### config.mk
export PLATFORM = sky130hd
export DESIGN_NAME = lru_page_replacement
export DESIGN_NICKNAME = d
export VERILOG_FILES = /design/src/rtl/core/lrupr_pkg.sv /design/src/rtl/core/lrupr_store.sv /design/src/rtl/core/lrupr_scan.sv /design/src/rtl/core/lru_page_replacement.sv
export VERILOG_INCLUDE_DIRS = /design/src /design/src/rtl/core
export SDC_FILE = /design/constraint.sdc
export NUM_CORES = 1
export LEC_CHECK = 0
export BUFFER_PORTS_ARGS = -buffer_cell sky130_fd_sc_hd__buf_2
export CORE_AREA = 2 2 208 231
export DETAILED_ROUTE_END_ITERATION = 10
export DIE_AREA = 0 0 210 233
export PLACE_DENSITY = 0.69
export SYNTH_ARGS = -nofsm -noshare
export SYNTH_HDL_FRONTEND = slang
export SYNTH_HIERARCHICAL = 1
export SYNTH_SLANG_ARGS = --single-unit
### constraint.sdc
create_clock -name clk -period 9.5 [get_ports clk]
set_input_delay 1.9 -clock clk [delete_from_list [all_inputs] [get_ports clk]]
set_output_delay 1.9 -clock clk [all_outputs]
set_load 0.01 [all_outputs]
### src/rtl/core/lru_page_replacement_assert.svh
// Assertion macros for the LRU page replacement core.
// Expects clk and arst_n in the scope of use; no other dependencies.
`ifndef LRU_PAGE_REPLACEMENT_ASSERT_SVH
`define LRU_PAGE_REPLACEMENT_ASSERT_SVH

// Same-cycle implication, checked out of reset.
`define LRUPR_ASSERT_NOW(lbl, ante, cons, msg) \
	lbl: assert property (@(posedge clk) disable iff (!arst_n) (ante) |-> (cons)) \
		else $error(msg);

// Next-cycle implication, checked out of reset.
`define LRUPR_ASSERT_NEXT(lbl, ante, cons, msg) \
	lbl: assert property (@(posedge clk) disable iff (!arst_n) (ante) |=> (cons)) \
		else $error(msg);

`endif

### src/rtl/core/lrupr_pkg.sv
// Shared types and constants for the LRU page replacement core.
// No dependencies.
package lrupr_pkg;

	localparam int FRAME_SLOTS = 16;
	localparam int PAGE_BITS   = 16;
	localparam int SLOT_BITS   = $clog2(FRAME_SLOTS);
	localparam int CNT_BITS    = $clog2(FRAME_SLOTS + 1);
	localparam int CFG_BITS    = 5;
	localparam int TOT_BITS    = 32;

	typedef logic [SLOT_BITS-1:0] slot_t;
	typedef logic [SLOT_BITS-1:0] rank_t;
	typedef logic [CNT_BITS-1:0]  cnt_t;
	typedef logic [PAGE_BITS-1:0] page_t;
	typedef logic [TOT_BITS-1:0]  tot_t;

	typedef enum logic [1:0] {
		ST_IDLE,
		ST_SCAN,
		ST_UPDATE
	} scan_state_t;

	// slot table read request
	typedef struct packed {
		logic  en;
		slot_t idx;
	} rd_req_t;

	// registered slot table read data
	typedef struct packed {
		logic  valid;
		rank_t rank;
		page_t page;
	} rd_data_t;

	// make one slot most recent, optionally loading a new page
	typedef struct packed {
		logic  en;
		slot_t slot;
		logic  was_valid;
		rank_t rank;
		logic  page_we;
		page_t page;
	} upd_t;

endpackage

### src/rtl/core/lrupr_store.sv
// Slot table: page memory, valid marks and recency ranks, with touch update.
// Depends on lrupr_pkg.
module lrupr_store (
	input  logic               clk,
	input  logic               arst_n,
	input  lrupr_pkg::rd_req_t rd_req,
	output lrupr_pkg::rd_data_t rd_data,
	input  lrupr_pkg::upd_t    upd
);

	lrupr_pkg::page_t page_mem [lrupr_pkg::FRAME_SLOTS];
	logic             valid_q  [lrupr_pkg::FRAME_SLOTS];
	lrupr_pkg::rank_t rank_q   [lrupr_pkg::FRAME_SLOTS];

	// page memory: one write port, one registered read port
	always_ff @(posedge clk) begin
		if (upd.en && upd.page_we) begin
			page_mem[upd.slot] <= upd.page;
		end
		if (rd_req.en) begin
			rd_data.page  <= page_mem[rd_req.idx];
			rd_data.valid <= valid_q[rd_req.idx];
			rd_data.rank  <= rank_q[rd_req.idx];
		end
	end

	// touch: other valid slots age if newer than the touched one (all if it was empty)
	always_ff @(posedge clk or negedge arst_n) begin
		if (!arst_n) begin
			for (int i = 0; i < lrupr_pkg::FRAME_SLOTS; i++) begin
				valid_q[i] <= 1'b0;
				rank_q[i]  <= '0;
			end
		end else if (upd.en) begin
			for (int i = 0; i < lrupr_pkg::FRAME_SLOTS; i++) begin
				if (lrupr_pkg::slot_t'(i) == upd.slot) begin
					valid_q[i] <= 1'b1;
					rank_q[i]  <= '0;
				end else if (valid_q[i] && (!upd.was_valid || rank_q[i] < upd.rank)) begin
					rank_q[i] <= lrupr_pkg::rank_t'(rank_q[i] + 1'b1);
				end
			end
		end
	end

endmodule

### src/rtl/core/lrupr_scan.sv
// Sequencer and compare unit: walks the slots in use one per cycle, then
// issues the touch update. Depends on lrupr_pkg and the assertion macros.
`include "lru_page_replacement_assert.svh"

module lrupr_scan (
	input  logic                clk,
	input  logic                arst_n,
	input  logic                start,
	input  lrupr_pkg::page_t    page_in,
	input  lrupr_pkg::cnt_t     n_eff,
	input  logic                out_free,
	output logic                idle,
	output logic                done,
	output logic                res_hit,
	output lrupr_pkg::slot_t    res_slot,
	output lrupr_pkg::rd_req_t  rd_req,
	input  lrupr_pkg::rd_data_t rd_data,
	output lrupr_pkg::upd_t     upd
);

	lrupr_pkg::scan_state_t state_q, state_d;

	lrupr_pkg::page_t page_q;
	lrupr_pkg::cnt_t  cnt_q;
	logic             chk_s1;
	lrupr_pkg::slot_t idx_s1;

	logic             hit_q, emp_q, vic_q;
	lrupr_pkg::slot_t hit_slot_q, emp_slot_q, vic_slot_q;
	lrupr_pkg::rank_t hit_rank_q, vic_rank_q;

	logic match;
	assign match = chk_s1 && rd_data.valid && (rd_data.page == page_q);

	// next state
	always_comb begin
		state_d = state_q;
		case (state_q)
			lrupr_pkg::ST_IDLE: begin
				if (start) state_d = lrupr_pkg::ST_SCAN;
			end
			lrupr_pkg::ST_SCAN: begin
				if (match || cnt_q == n_eff) state_d = lrupr_pkg::ST_UPDATE;
			end
			lrupr_pkg::ST_UPDATE: begin
				if (out_free) state_d = lrupr_pkg::ST_IDLE;
			end
			default: state_d = lrupr_pkg::ST_IDLE;
		endcase
	end

	// outputs
	always_comb begin
		idle       = (state_q == lrupr_pkg::ST_IDLE);
		done       = (state_q == lrupr_pkg::ST_UPDATE) && out_free;
		rd_req.en  = (state_q == lrupr_pkg::ST_SCAN) && (cnt_q < n_eff);
		rd_req.idx = cnt_q[lrupr_pkg::SLOT_BITS-1:0];
		res_hit    = hit_q;
		res_slot   = hit_q ? hit_slot_q : (emp_q ? emp_slot_q : vic_slot_q);
		upd.en        = done;
		upd.slot      = res_slot;
		upd.was_valid = hit_q || !emp_q;
		upd.rank      = hit_q ? hit_rank_q : vic_rank_q;
		upd.page_we   = !hit_q;
		upd.page      = page_q;
	end

	always_ff @(posedge clk or negedge arst_n) begin
		if (!arst_n) begin
			state_q <= lrupr_pkg::ST_IDLE;
			cnt_q   <= '0;
			chk_s1  <= 1'b0;
			hit_q   <= 1'b0;
			emp_q   <= 1'b0;
			vic_q   <= 1'b0;
		end else begin
			state_q <= state_d;
			chk_s1  <= rd_req.en;
			if (start && idle) begin
				cnt_q <= '0;
				hit_q <= 1'b0;
				emp_q <= 1'b0;
				vic_q <= 1'b0;
			end else if (state_q == lrupr_pkg::ST_SCAN) begin
				if (rd_req.en) cnt_q <= lrupr_pkg::cnt_t'(cnt_q + 1'b1);
				if (chk_s1) begin
					if (rd_data.valid) begin
						if (rd_data.page == page_q) begin
							hit_q <= 1'b1;
						end else if (!vic_q || rd_data.rank > vic_rank_q) begin
							vic_q <= 1'b1;
						end
					end else if (!emp_q) begin
						emp_q <= 1'b1;
					end
				end
			end
		end
	end

	// payload side of the scan tracking
	always_ff @(posedge clk) begin
		if (start && idle) page_q <= page_in;
		if (rd_req.en) idx_s1 <= rd_req.idx;
		if (state_q == lrupr_pkg::ST_SCAN && chk_s1) begin
			if (rd_data.valid) begin
				if (rd_data.page == page_q) begin
					hit_slot_q <= idx_s1;
					hit_rank_q <= rd_data.rank;
				end else if (!vic_q || rd_data.rank > vic_rank_q) begin
					vic_slot_q <= idx_s1;
					vic_rank_q <= rd_data.rank;
				end
			end else if (!emp_q) begin
				emp_slot_q <= idx_s1;
			end
		end
	end

	`LRUPR_ASSERT_NOW(a_rd_in_range, rd_req.en, cnt_q < n_eff, "read beyond slots in use")
	`LRUPR_ASSERT_NOW(a_first_scan, (state_q == lrupr_pkg::ST_SCAN) && !chk_s1,
		cnt_q == '0, "scan pipeline empty after first cycle")
	`LRUPR_ASSERT_NOW(a_victim_found, done && !hit_q && !emp_q, vic_q,
		"miss with no empty slot and no victim")
	`LRUPR_ASSERT_NEXT(a_done_idle, done, state_q == lrupr_pkg::ST_IDLE,
		"sequencer did not return to idle")

endmodule

### src/rtl/core/lru_page_replacement.sv
// LRU page replacement top over lrupr_pkg, lrupr_store and lrupr_scan; one reference in flight.
// Per reference: n slot reads, n = frame_count clamped to 1..16, then a read pipeline
// register and an update state; a hit ends the scan early. A new reference is accepted
// only after the previous update, which waits while a result beat is held on out_ready.
// Reset (arst_n low, async): slots empty, totals zero, frame_count = 16.
module lru_page_replacement (
	input  logic                                clk,
	input  logic                                arst_n,
	// configuration: frame_count
	input  logic                                cfg_wr_en,
	input  logic [lrupr_pkg::CFG_BITS-1:0]      cfg_wr_data,
	// page reference beats
	input  logic                                in_valid,
	output logic                                in_ready,
	input  logic [lrupr_pkg::PAGE_BITS-1:0]     page,
	// result beats
	output logic                                out_valid,
	input  logic                                out_ready,
	output logic                                hit,
	output logic [3:0]                          frame_index,
	output logic [lrupr_pkg::TOT_BITS-1:0]      hit_total,
	output logic [lrupr_pkg::TOT_BITS-1:0]      fault_total
);

	logic [lrupr_pkg::CFG_BITS-1:0] frame_count_q;
	lrupr_pkg::cnt_t                n_eff;

	lrupr_pkg::tot_t hits_q, faults_q, hits_d, faults_d;

	logic                idle, done, res_hit, out_free, start;
	lrupr_pkg::slot_t    res_slot;
	lrupr_pkg::rd_req_t  rd_req;
	lrupr_pkg::rd_data_t rd_data;
	lrupr_pkg::upd_t     upd;

	// frame_count clamp: 0 behaves as 1, anything above the slot count as the slot count
	always_comb begin
		if (frame_count_q == '0) begin
			n_eff = lrupr_pkg::cnt_t'(1);
		end else if (32'(frame_count_q) > 32'(lrupr_pkg::FRAME_SLOTS)) begin
			n_eff = lrupr_pkg::cnt_t'(lrupr_pkg::FRAME_SLOTS);
		end else begin
			n_eff = lrupr_pkg::cnt_t'(frame_count_q);
		end
	end

	always_ff @(posedge clk or negedge arst_n) begin
		if (!arst_n) begin
			frame_count_q <= (lrupr_pkg::CFG_BITS)'(lrupr_pkg::FRAME_SLOTS);
		end else if (cfg_wr_en) begin
			frame_count_q <= cfg_wr_data;
		end
	end

	// one reference in flight; the output register lets the next one start
	assign in_ready = idle;
	assign start    = in_valid && in_ready;
	assign out_free = !out_valid || out_ready;

	lrupr_store u_store (
		.clk     (clk),
		.arst_n  (arst_n),
		.rd_req  (rd_req),
		.rd_data (rd_data),
		.upd     (upd)
	);

	lrupr_scan u_scan (
		.clk      (clk),
		.arst_n   (arst_n),
		.start    (start),
		.page_in  (page),
		.n_eff    (n_eff),
		.out_free (out_free),
		.idle     (idle),
		.done     (done),
		.res_hit  (res_hit),
		.res_slot (res_slot),
		.rd_req   (rd_req),
		.rd_data  (rd_data),
		.upd      (upd)
	);

	// saturating totals; the result beat carries the post-update values
	always_comb begin
		hits_d   = hits_q;
		faults_d = faults_q;
		if (res_hit) begin
			if (hits_q != '1) hits_d = hits_q + 1'b1;
		end else begin
			if (faults_q != '1) faults_d = faults_q + 1'b1;
		end
	end

	always_ff @(posedge clk or negedge arst_n) begin
		if (!arst_n) begin
			hits_q    <= '0;
			faults_q  <= '0;
			out_valid <= 1'b0;
		end else begin
			if (done) begin
				hits_q    <= hits_d;
				faults_q  <= faults_d;
				out_valid <= 1'b1;
			end else if (out_ready) begin
				out_valid <= 1'b0;
			end
		end
	end

	// output register payload
	always_ff @(posedge clk) begin
		if (done) begin
			hit         <= res_hit;
			frame_index <= 4'(res_slot);
			hit_total   <= hits_d;
			fault_total <= faults_d;
		end
	end

endmodule

; ---- After elaboration in Yosys (flattened, before gate mapping)
; Memories as Yosys holds them, arrays and structs flattened. A register that Yosys moved wholly into a read port is not among the register bits.
; Index checks and enable logic that the tools add are counted.
[classes]
n_addsub = 19
multipliers = 0
n_div = 0
magnitude_cmp = 20
eq_ne = 26
shifts = 0
muxes = 73
n_bitwise = 4
n_reduce_logical = 115
[op_table]
columns = cell, count
row1 = $mux 4, 37
row2 = $mux 32, 4
row3 = $reduce_and 2->1, 33
row4 = $add 32x1->32 const B, 2
row5 = $add 4x1->4 const B, 16
row6 = $lt 4x4->1, 16
row7 = $ne 32x32->1 const B, 2
row8 = $reduce_bool 2->1, 23
row9 = $eq 4x4->1 const A, 8
row10 = $mux 5, 5
row11 = $logic_and 1x1->1, 24
row12 = $mux 1, 21
row13 = $logic_or 1x1->1, 20
row14 = $bmux 4 s4, 1
row15 = $eq 16x16->1, 1
row16 = $eq 3x4->1 const A, 4
row17 = $reduce_and 3->1, 4
row18 = $eq 2x4->1 const A, 2
row19 = $ne 2x1->1 const B, 4
row20 = $reduce_and 4->1, 2
row21 = $mux 2, 3
row22 = $pmux 2 s3, 1
row23 = $add 5x1->5 const B, 1
row24 = $eq 5x5->1, 1
row25 = other kinds (16), 22
[word_totals]
ff_bits = 275
latchBits = 0
ramBits = 256
rom_bits = 0
in_bits = 26
out_inout_bits = 71
n_memories = 1
[mem_list]
columns = name, depth, word_bits, read_ports, rd_clocked_by_memory_dff, write_ports, line
row1 = u_store.page_mem, 16, 16, 1, 1, 1, lrupr_store.sv:11  ; lrupr_pkg::page_t page_mem [lrupr_pkg::FRAME_SLOTS];

; ---- Longest topological paths before layout
; Gate-level depths: netlist of the first run.
[depth]
ltp_word = 8
depth_mapped = 10

; ---- By module
; Netlist of the first run, hierarchy kept.
[by_module_without_submodules]
columns = mod, n_inst, cells_per_inst, area_per_inst_um2, seq_area_each_um2
row1 = lrupr_store, 1, 939, 16203.0, 10319.9
row2 = lru_page_replacement, 1, 604, 6779.0, 3824.9
row3 = lrupr_scan, 1, 178, 2341.0, 1476.4

; ---- Least setup slack after synthesis of the first run
; No wires, ideal clock.
[synth_path]
path_kind = input port to flip-flop
start = in out_ready
end = mem u_store/page_mem[0][0] (netlist name) (enable)
setup_ns = 0.409
arrival_time_ns = 7.321
t_required_ns = 9.091
slack_ns = 1.770
path_stages = 8
n_path_buf = 3
path_cell_list = nand2b_1 nand2_1 nor2_1 buf_4 buf_2 or3b_1 buf_2 nor3_1
[synth_between]
elab_chain_cells = 5
[synth_lines]
columns = item, line
row1 = start: declaration, lru_page_replacement.sv:18  ; input logic out_ready,
row2 = $logic_or 1x1->1, lru_page_replacement.sv:58  ; assign out_free = !out_valid || out_ready;
row3 = $logic_and 1x1->1, lrupr_scan.sv:55  ; done = (state_q == lrupr_pkg::ST_UPDATE) && out_free;
row4 = net done, lru_page_replacement.sv:30  ; logic idle, done, res_hit, out_free, start;
row5 = $logic_and 1x1->1, lrupr_store.sv:17  ; if (upd.en && upd.page_we) begin
row6 = $mux 1, lrupr_store.sv:17
row7 = $mux 1 (not written as such), lrupr_store.sv:18  ; page_mem[upd.slot] <= upd.page;
row8 = end: declaration, lrupr_store.sv:11
; The timed path passes the listed nets, and every way through them passes these cells.

; ---- Worst setup path in the final report of the first run
[layout_path]
start = in out_ready
end = mem u_store/page_mem[4][3] (netlist name) (enable)
[layout_between]
elab_chain_cells = 5
[layout_lines]
columns = item, line
row1 = $logic_or 1x1->1, lru_page_replacement.sv:58
row2 = net out_free, lru_page_replacement.sv:30
row3 = $logic_and 1x1->1, lrupr_scan.sv:55
row4 = net done, lru_page_replacement.sv:30
row5 = $logic_and 1x1->1, lrupr_store.sv:17
row6 = $mux 1, lrupr_store.sv:17
row7 = $mux 1 (not written as such), lrupr_store.sv:18
; The timed path passes the listed nets, and every way through them passes these cells.

==> results of run 1 <==
-- area by class of cell --
class | instances | share of cell area
clock buffers | 61 | 0.0500
clock inverters | 41 | 0.0185
inverters | 40 | 0.00529
multi-input cells | 1043 | 0.324
flip-flops and latches | 547 | 0.551
well taps | 595 | 0.0263
repair buffers | 126 | 0.0251
-- kinds of logic after synthesis --
family / after synthesis / synth area share
xor+xnor: 153 / 0.0529
buf+inv: 131 / 0.0245
flops: 547 / 0.617
fa+ha+maj: 76 / 0.0376
mux: 138 / 0.108
simple gates: 451 / 0.0977
compound gates: 225 / 0.0628
-- worst paths after layout --
| check | start | to | slack (ns) |
|---|---|---|---|
| hold / removal | u_scan/idx_s1[3] | u_scan/hit_slot_q[3] | 0.45 |
| setup reg to reg | u_scan/state_q[1] | u_store/page_mem[4][3] | 5.72 |
| hold reg to reg | u_scan/idx_s1[3] | u_scan/hit_slot_q[3] | 0.45 |
| setup / recovery | out_ready | u_store/page_mem[4][3] | 4.73 |
| min in group asynchronous | arst_n | faults_q[27] | 1.36 |
| max in group asynchronous | arst_n | hits_q[10] | 6.64 |
-- state kept, by name, summed over array words and instances (netlist names), 2 cells and up --
register / flops
u_scan/vic_rank_q: 4
u_scan/idx_s1: 4
hits_q: 32
fault_total: 32
u_store/rank_q: 64
hit_total: 32
u_scan/page_q: 16
u_scan/hit_slot_q: 4
frame_count_q: 5
u_store/page_mem: 256
u_store/valid_q: 16
u_scan/hit_rank_q: 4
faults_q: 32
frame_index: 4
u_scan/state_q: 2
u_store/rd_data: 21
u_scan/cnt_q: 5
u_scan/vic_slot_q: 4
u_scan/emp_slot_q: 4
-- worst max-delay path: stages --
cell      delay (ns)
buf_2           0.07
nand2b_1        0.14
nand2_1         0.10
nor2_4          0.61
buf_4           0.44
or3b_1          0.70
nor3_2          0.75
buf_4           0.33
-- power by group --
part	total (uW)	internal (uW)	switching, uW
clock	2310	1380	932
sequential	3020	2810	212
combinational	1350	596	750
-- metal layers --
metal	wire length [um]	vias to the layer above
li1	-	6850
met1	22400	7594
met2	27800	443
met3	2640	130
met4	2360	0
met5	0	-
-- Yosys cell counts (all sizes together) (3+ instances only) --
cell type / count / area (sq um)
a2111oi: 16 / 140
a21oi: 38 / 190
a221o: 16 / 160
a22o: 32 / 280
a31oi: 3 / 18.8
and2: 24 / 150
and3: 22 / 138
and4: 3 / 26.3
buf: 49 / 312
clkbuf: 42 / 158
dfrtp: 160 / 4000
edfxtp: 386 / 11600
ha: 76 / 951
inv: 40 / 150
mux2: 26 / 293
mux2i: 7 / 70.1
mux4: 105 / 2360
nand2: 106 / 400
nand2b: 11 / 68.8
nand3: 51 / 270
nand3b: 3 / 22.5
nand4: 37 / 231
nand4b: 3 / 26.3
nor2: 38 / 143
nor2b: 37 / 234
nor3: 59 / 305
nor3b: 21 / 158
nor4: 22 / 190
o211ai: 35 / 263
o21ai: 38 / 190
o21bai: 16 / 120
o22ai: 17 / 106
o31ai: 7 / 66.3
or2: 4 / 25.0
or3: 3 / 18.8
or4: 3 / 30.0
xnor2: 79 / 692
xor2: 74 / 648
-- per-stage QoR --
step                      cell area, sq um   util  power (uW)  instances
after floorplan                      25300      -        4050       1721
after global placement               26400  0.569        4390       2351
after detailed placement             26400  0.569        4420       2351
after CTS                            28400  0.611        6740       2453
after global routing                 28400  0.611        6950       2453
final                                28400  0.611        6680       2453
==> results.json, run 1 <==
{
  "setup_viol": 0,
  "drc_errors": 0,
  "num_rows": 83,
  "vias": 15000,
  "finalClockSkew_ns": 0.0265,
  "final_cell_mix": "edfxtp_1, dfrtp_1, nand2_1, mux4_2, buf_2",
  "routed_wl_um": 55200,
  "area.growth.synth_to_final_pct": 12.0,
  "power_density_mw_per_mm2": 236,
  "met1_usage": 0.292,
  "async_reset_ff_frac": 0.294,
  "cts_tree": "done",
  "setup_tns_ns": 0,
  "use_met2": 0.401,
  "layout_commonest_cell": "edfxtp_1",
  "netlist_area_sq_mm": 0.0253,
  "portBuffers": 96,
  "critPathRequiredTime_ns": 9.80,
  "nets": 1915,
  "cts.path.max_buffers": 3,
  "dieArea_sq_mm": 0.0489,
  "fin_ws_ns": 4.73,
  "ant_nets": 0,
  "max_freq_mhz": 210,
  "place_congestion": 0.857,
  "n_antenna_cell": 0,
  "min_path_type": "reg -> reg",
  "leakage_uw": 0.0108,
  "status": "complete, no violations",
  "cts_num_sinks": 547,
  "ys_seq_elements": 547,
  "crit_arrival_ns": 5.07,
  "synth_ff_type": "edfxtp_1",
  "hold-path-cell-count": 0,
  "core_area_sq_mm": 0.0464,
  "grt_pass1_vias": 15400,
  "drv_slew": 0,
  "post_cts_resize_count": 0,
  "hold_violations": 0,
  "cts_hold_buf": 0,
  "syn-num-nets": 1823,
  "grt_usage": 0.232,
  "seq_area_sq_mm": 0.0156,
  "path_class": "in -> reg",
  "grt_max_degree": 89,
  "worstMarginPinSlew_ns": 1.01,
  "synth-edff-count": 386,
  "fillers": 3429,
  "drt_iter0_markers": 1112,
  "overflow": 0,
  "final_layout_size_suffix_gt1_frac": 0.208,
  "htreeDepth": 2,
  "ys_seq_area_frac": 0.617,
  "busiest_layer": "met2",
  "initial_core_util": 0.546,
  "max-vdd-ir-drop_mv": 0.197,
  "multiInputGateArea_sq_mm": 0.00918,
  "syn_avg_cell_area_sq_um": 14.7,
  "period_needed_ns": 4.77,
  "synth.distinct_cells": 61,
  "reg2reg_depth": 6,
  "cap_violations": 0,
  "root_buffer": "clkbuf_16",
  "antenna_found_initial": 0,
  "wl_per_cell_um": 22.5,
  "post-dp-hpwl_um": 34500,
  "endpoint_kind": "flop",
  "post-route-period-util": 0.502,
  "clk_latency_ns": 0.62,
  "cts_setup_buffers": 0,
  "vias_per_cell": 6.12,
  "grt_pass1_wl_um": 86900,
  "syn_inst": 1721,
  "yosys_warnings": 6,
  "rsz0062_at_grt": "false",
  "die_y_um": 233,
  "slew_headroom": 0.320,
  "die_w_um": 210,
  "hold_ws_ns": 0.450,
  "dr.pass1.iters": 5,
  "cts_buffers": 55,
  "crit_fanout": 35,
  "grt_util_met3": 0.0316,
  "clk_pin_slew_ns": 0.06,
  "cp-start-kind": "input port",
  "ios": 97,
  "post-place-ws_ns": 4.11
}
No activity file was read; power rests on OpenSTA's default activity.
==> run 2: changes to the inputs <==
Settings changed: PLACE_DENSITY 0.69 to 0.72.
Clock period 9.5 ns to 4 ns, I/O delays scaled along.
==> run 2 against run 1 <==
Sequential share of layout area fell by 0.090 points; count of clock-buffer cells in the layout rose by 5; clock skew rose by 0.0062 ns; cell count rose by 0.98%; first-iteration DRC count rose by 9.5%; global-route usage fell by 0.34 points.
==> results.json, run 2 (same netlist as run 1, synthesis figures left out) <==
{
  "path_common_cell": "o21ai_0",
  "leakage_uw": 0.0108,
  "cts.path.max_buffers": 3,
  "period_needed_ns": 3.16,
  "seq_area_sq_mm": 0.0156,
  "cts_setup_buffers": 0,
  "crit_fanout": 19,
  "ant_nets": 0,
  "drc_errors": 0,
  "routed_wl_um": 54800,
  "num_rows": 83,
  "max-vdd-ir-drop_mv": 0.423,
  "post-dp-hpwl_um": 36000,
  "grt_usage": 0.229,
  "grt_pass1_wl_um": 86100,
  "post-route-period-util": 0.790,
  "root_buffer": "clkbuf_16",
  "die_w_um": 210,
  "power_density_mw_per_mm2": 547,
  "initial_core_util": 0.546,
  "setup_tns_ns": 0,
  "nets": 1936,
  "layout_commonest_cell": "edfxtp_1",
  "largest_reg_flops": 256,
  "final_cell_mix": "edfxtp_1, dfrtp_1, nand2_1, mux4_2, buf_2",
  "rsz0062_at_grt": "false",
  "portBuffers": 96,
  "cp_slowest_cell": "inv_1",
  "die_y_um": 233,
  "reg2reg_depth": 8,
  "antenna_found_initial": 0,
  "grt_max_degree": 68,
  "vias": 15100,
  "dr.pass1.iters": 5,
  "clk_pin_slew_ns": 0.06,
  "critPathRequiredTime_ns": 4.54,
  "crit_buf_inv": 2,
  "post-place-ws_ns": 0.766,
  "top_regs": "u_store/page_mem (256), u_store/rank_q (64)",
  "final_cells": 2477,
  "min_path_type": "in -> async",
  "ios": 97,
  "setup_viol": 0,
  "dieArea_sq_mm": 0.0489,
  "hold_violations": 0,
  "overflow": 0,
  "multiInputGateArea_sq_mm": 0.00920,
  "fillers": 3443,
  "r2r_start": "u_scan/res_hit",
  "cp-start-kind": "flop",
  "slew_headroom": 0.323,
  "max_freq_mhz": 317,
  "final_layout_size_suffix_gt1_frac": 0.212,
  "cts_num_sinks": 547,
  "crit_arrival_ns": 3.70,
  "worstMarginPinSlew_ns": 1.01,
  "r2r_slack_ns": 0.84,
  "finalClockSkew_ns": 0.0327,
  "regMostFlops": "u_store/page_mem",
  "drv_slew": 0,
  "worst_path_dominant_cell_family": "compound AO/OA/AOI/OAI gates",
  "wl_per_cell_um": 22.1,
  "area.growth.synth_to_final_pct": 12.2,
  "status": "complete, no violations",
  "place_congestion": 0.895,
  "cts_tree": "done",
  "slowest_delay_ns": 0.68,
  "total_power_uw": 15500,
  "vias_per_cell": 6.11,
  "clk_latency_ns": 0.63,
  "core_area_sq_mm": 0.0464,
  "cap_violations": 0,
  "cts_hold_buf": 0,
  "grt_pass1_vias": 15200,
  "fin_ws_ns": 0.841,
  "htreeDepth": 2,
  "path_class": "reg -> reg",
  "cts_buffers": 55,
  "dp.cells": 2372,
  "drt_iter0_markers": 1218,
  "endpoint_kind": "flop",
  "r2r-end": "u_store/rank_q[14]",
  "post_cts_resize_count": 0,
  "crit_path_cell_trace": "buf_4, o21ai_0, inv_1, ha_1, o211ai_1, o21ai_0, a2111oi_0, a221o_1"
}
==> run 2: changes by cell type in the layout (fill, tap and decap cells not counted), moves of 2 or more <==
cell       change
bufinv_16      -7
nor3_2         -4
clkinv_1       +4
buf_4         +19
clkbuf_1       +6
buf_12         +2
clkinv_2       -2
nor3_4         +4
==> run 2: through the flow <==
stage	hold slack [ns]	cell area (sq um)	util
2_1_floorplan	0.440	25400	-
3_3_place_gp	0.442	26600	0.574
3_5_place_dp	0.457	26600	0.574
4_1_cts	0.194	28400	0.612
5_1_grt	0.232	28400	0.612
6_report	0.190	28400	0.612
==> run 2: cell type report <==
type                    count  area share
flip-flops and latches    547       0.550
multi-input cells        1043       0.324
clock buffers              66      0.0503
repair buffers            147      0.0315
well taps                 595      0.0262
clock inverters            38      0.0124
inverters                  40     0.00529
diodes                      1   0.0000881
==> run 2: layer usage <==
metal,routed length [um],global-route usage,share of wire,vias to the layer above
li1,-,-,-,6877
met1,22700,0.297,0.41,7691
met2,27400,0.391,0.50,442
met3,2660,0.0320,0.049,116
met4,2030,0.0942,0.037,0
met5,0,0,0,-
==> run 2: worst register-to-register path: cells and delay by family, from the launching register on <==
kind | cells | cell delay [ns]
AO/OA/AOI/OAI | 5 | 1.16
buffers and inverters | 2 | 0.98
flip-flops | 1 | 0.54
adder cells (fa/ha/maj) | 1 | 0.39
==> run 2: where the power goes <==
group | leakage, uW | internal, uW | switching (uW) | total (uW)
clock network | 0.000852 | 2830 | 2220 | 5050
registers | 0.00581 | 6670 | 518 | 7180
logic | 0.00418 | 1470 | 1820 | 3290
total | 0.0108 | 11000 | 4550 | 15500
==> run 2: worst max-delay path by stage <==
stage	start	to	depth (start not counted)
floorplan	out_ready	u_store/page_mem[3][0]	8
global placement	out_ready	u_store/rank_q[38]	9
CTS	u_scan/res_hit	u_store/rank_q[14]	8
finish	u_scan/res_hit	u_store/rank_q[14]	8
detailed placement	out_ready	u_store/page_mem[2][0]	8
global route	u_scan/res_hit	u_store/rank_q[14]	8
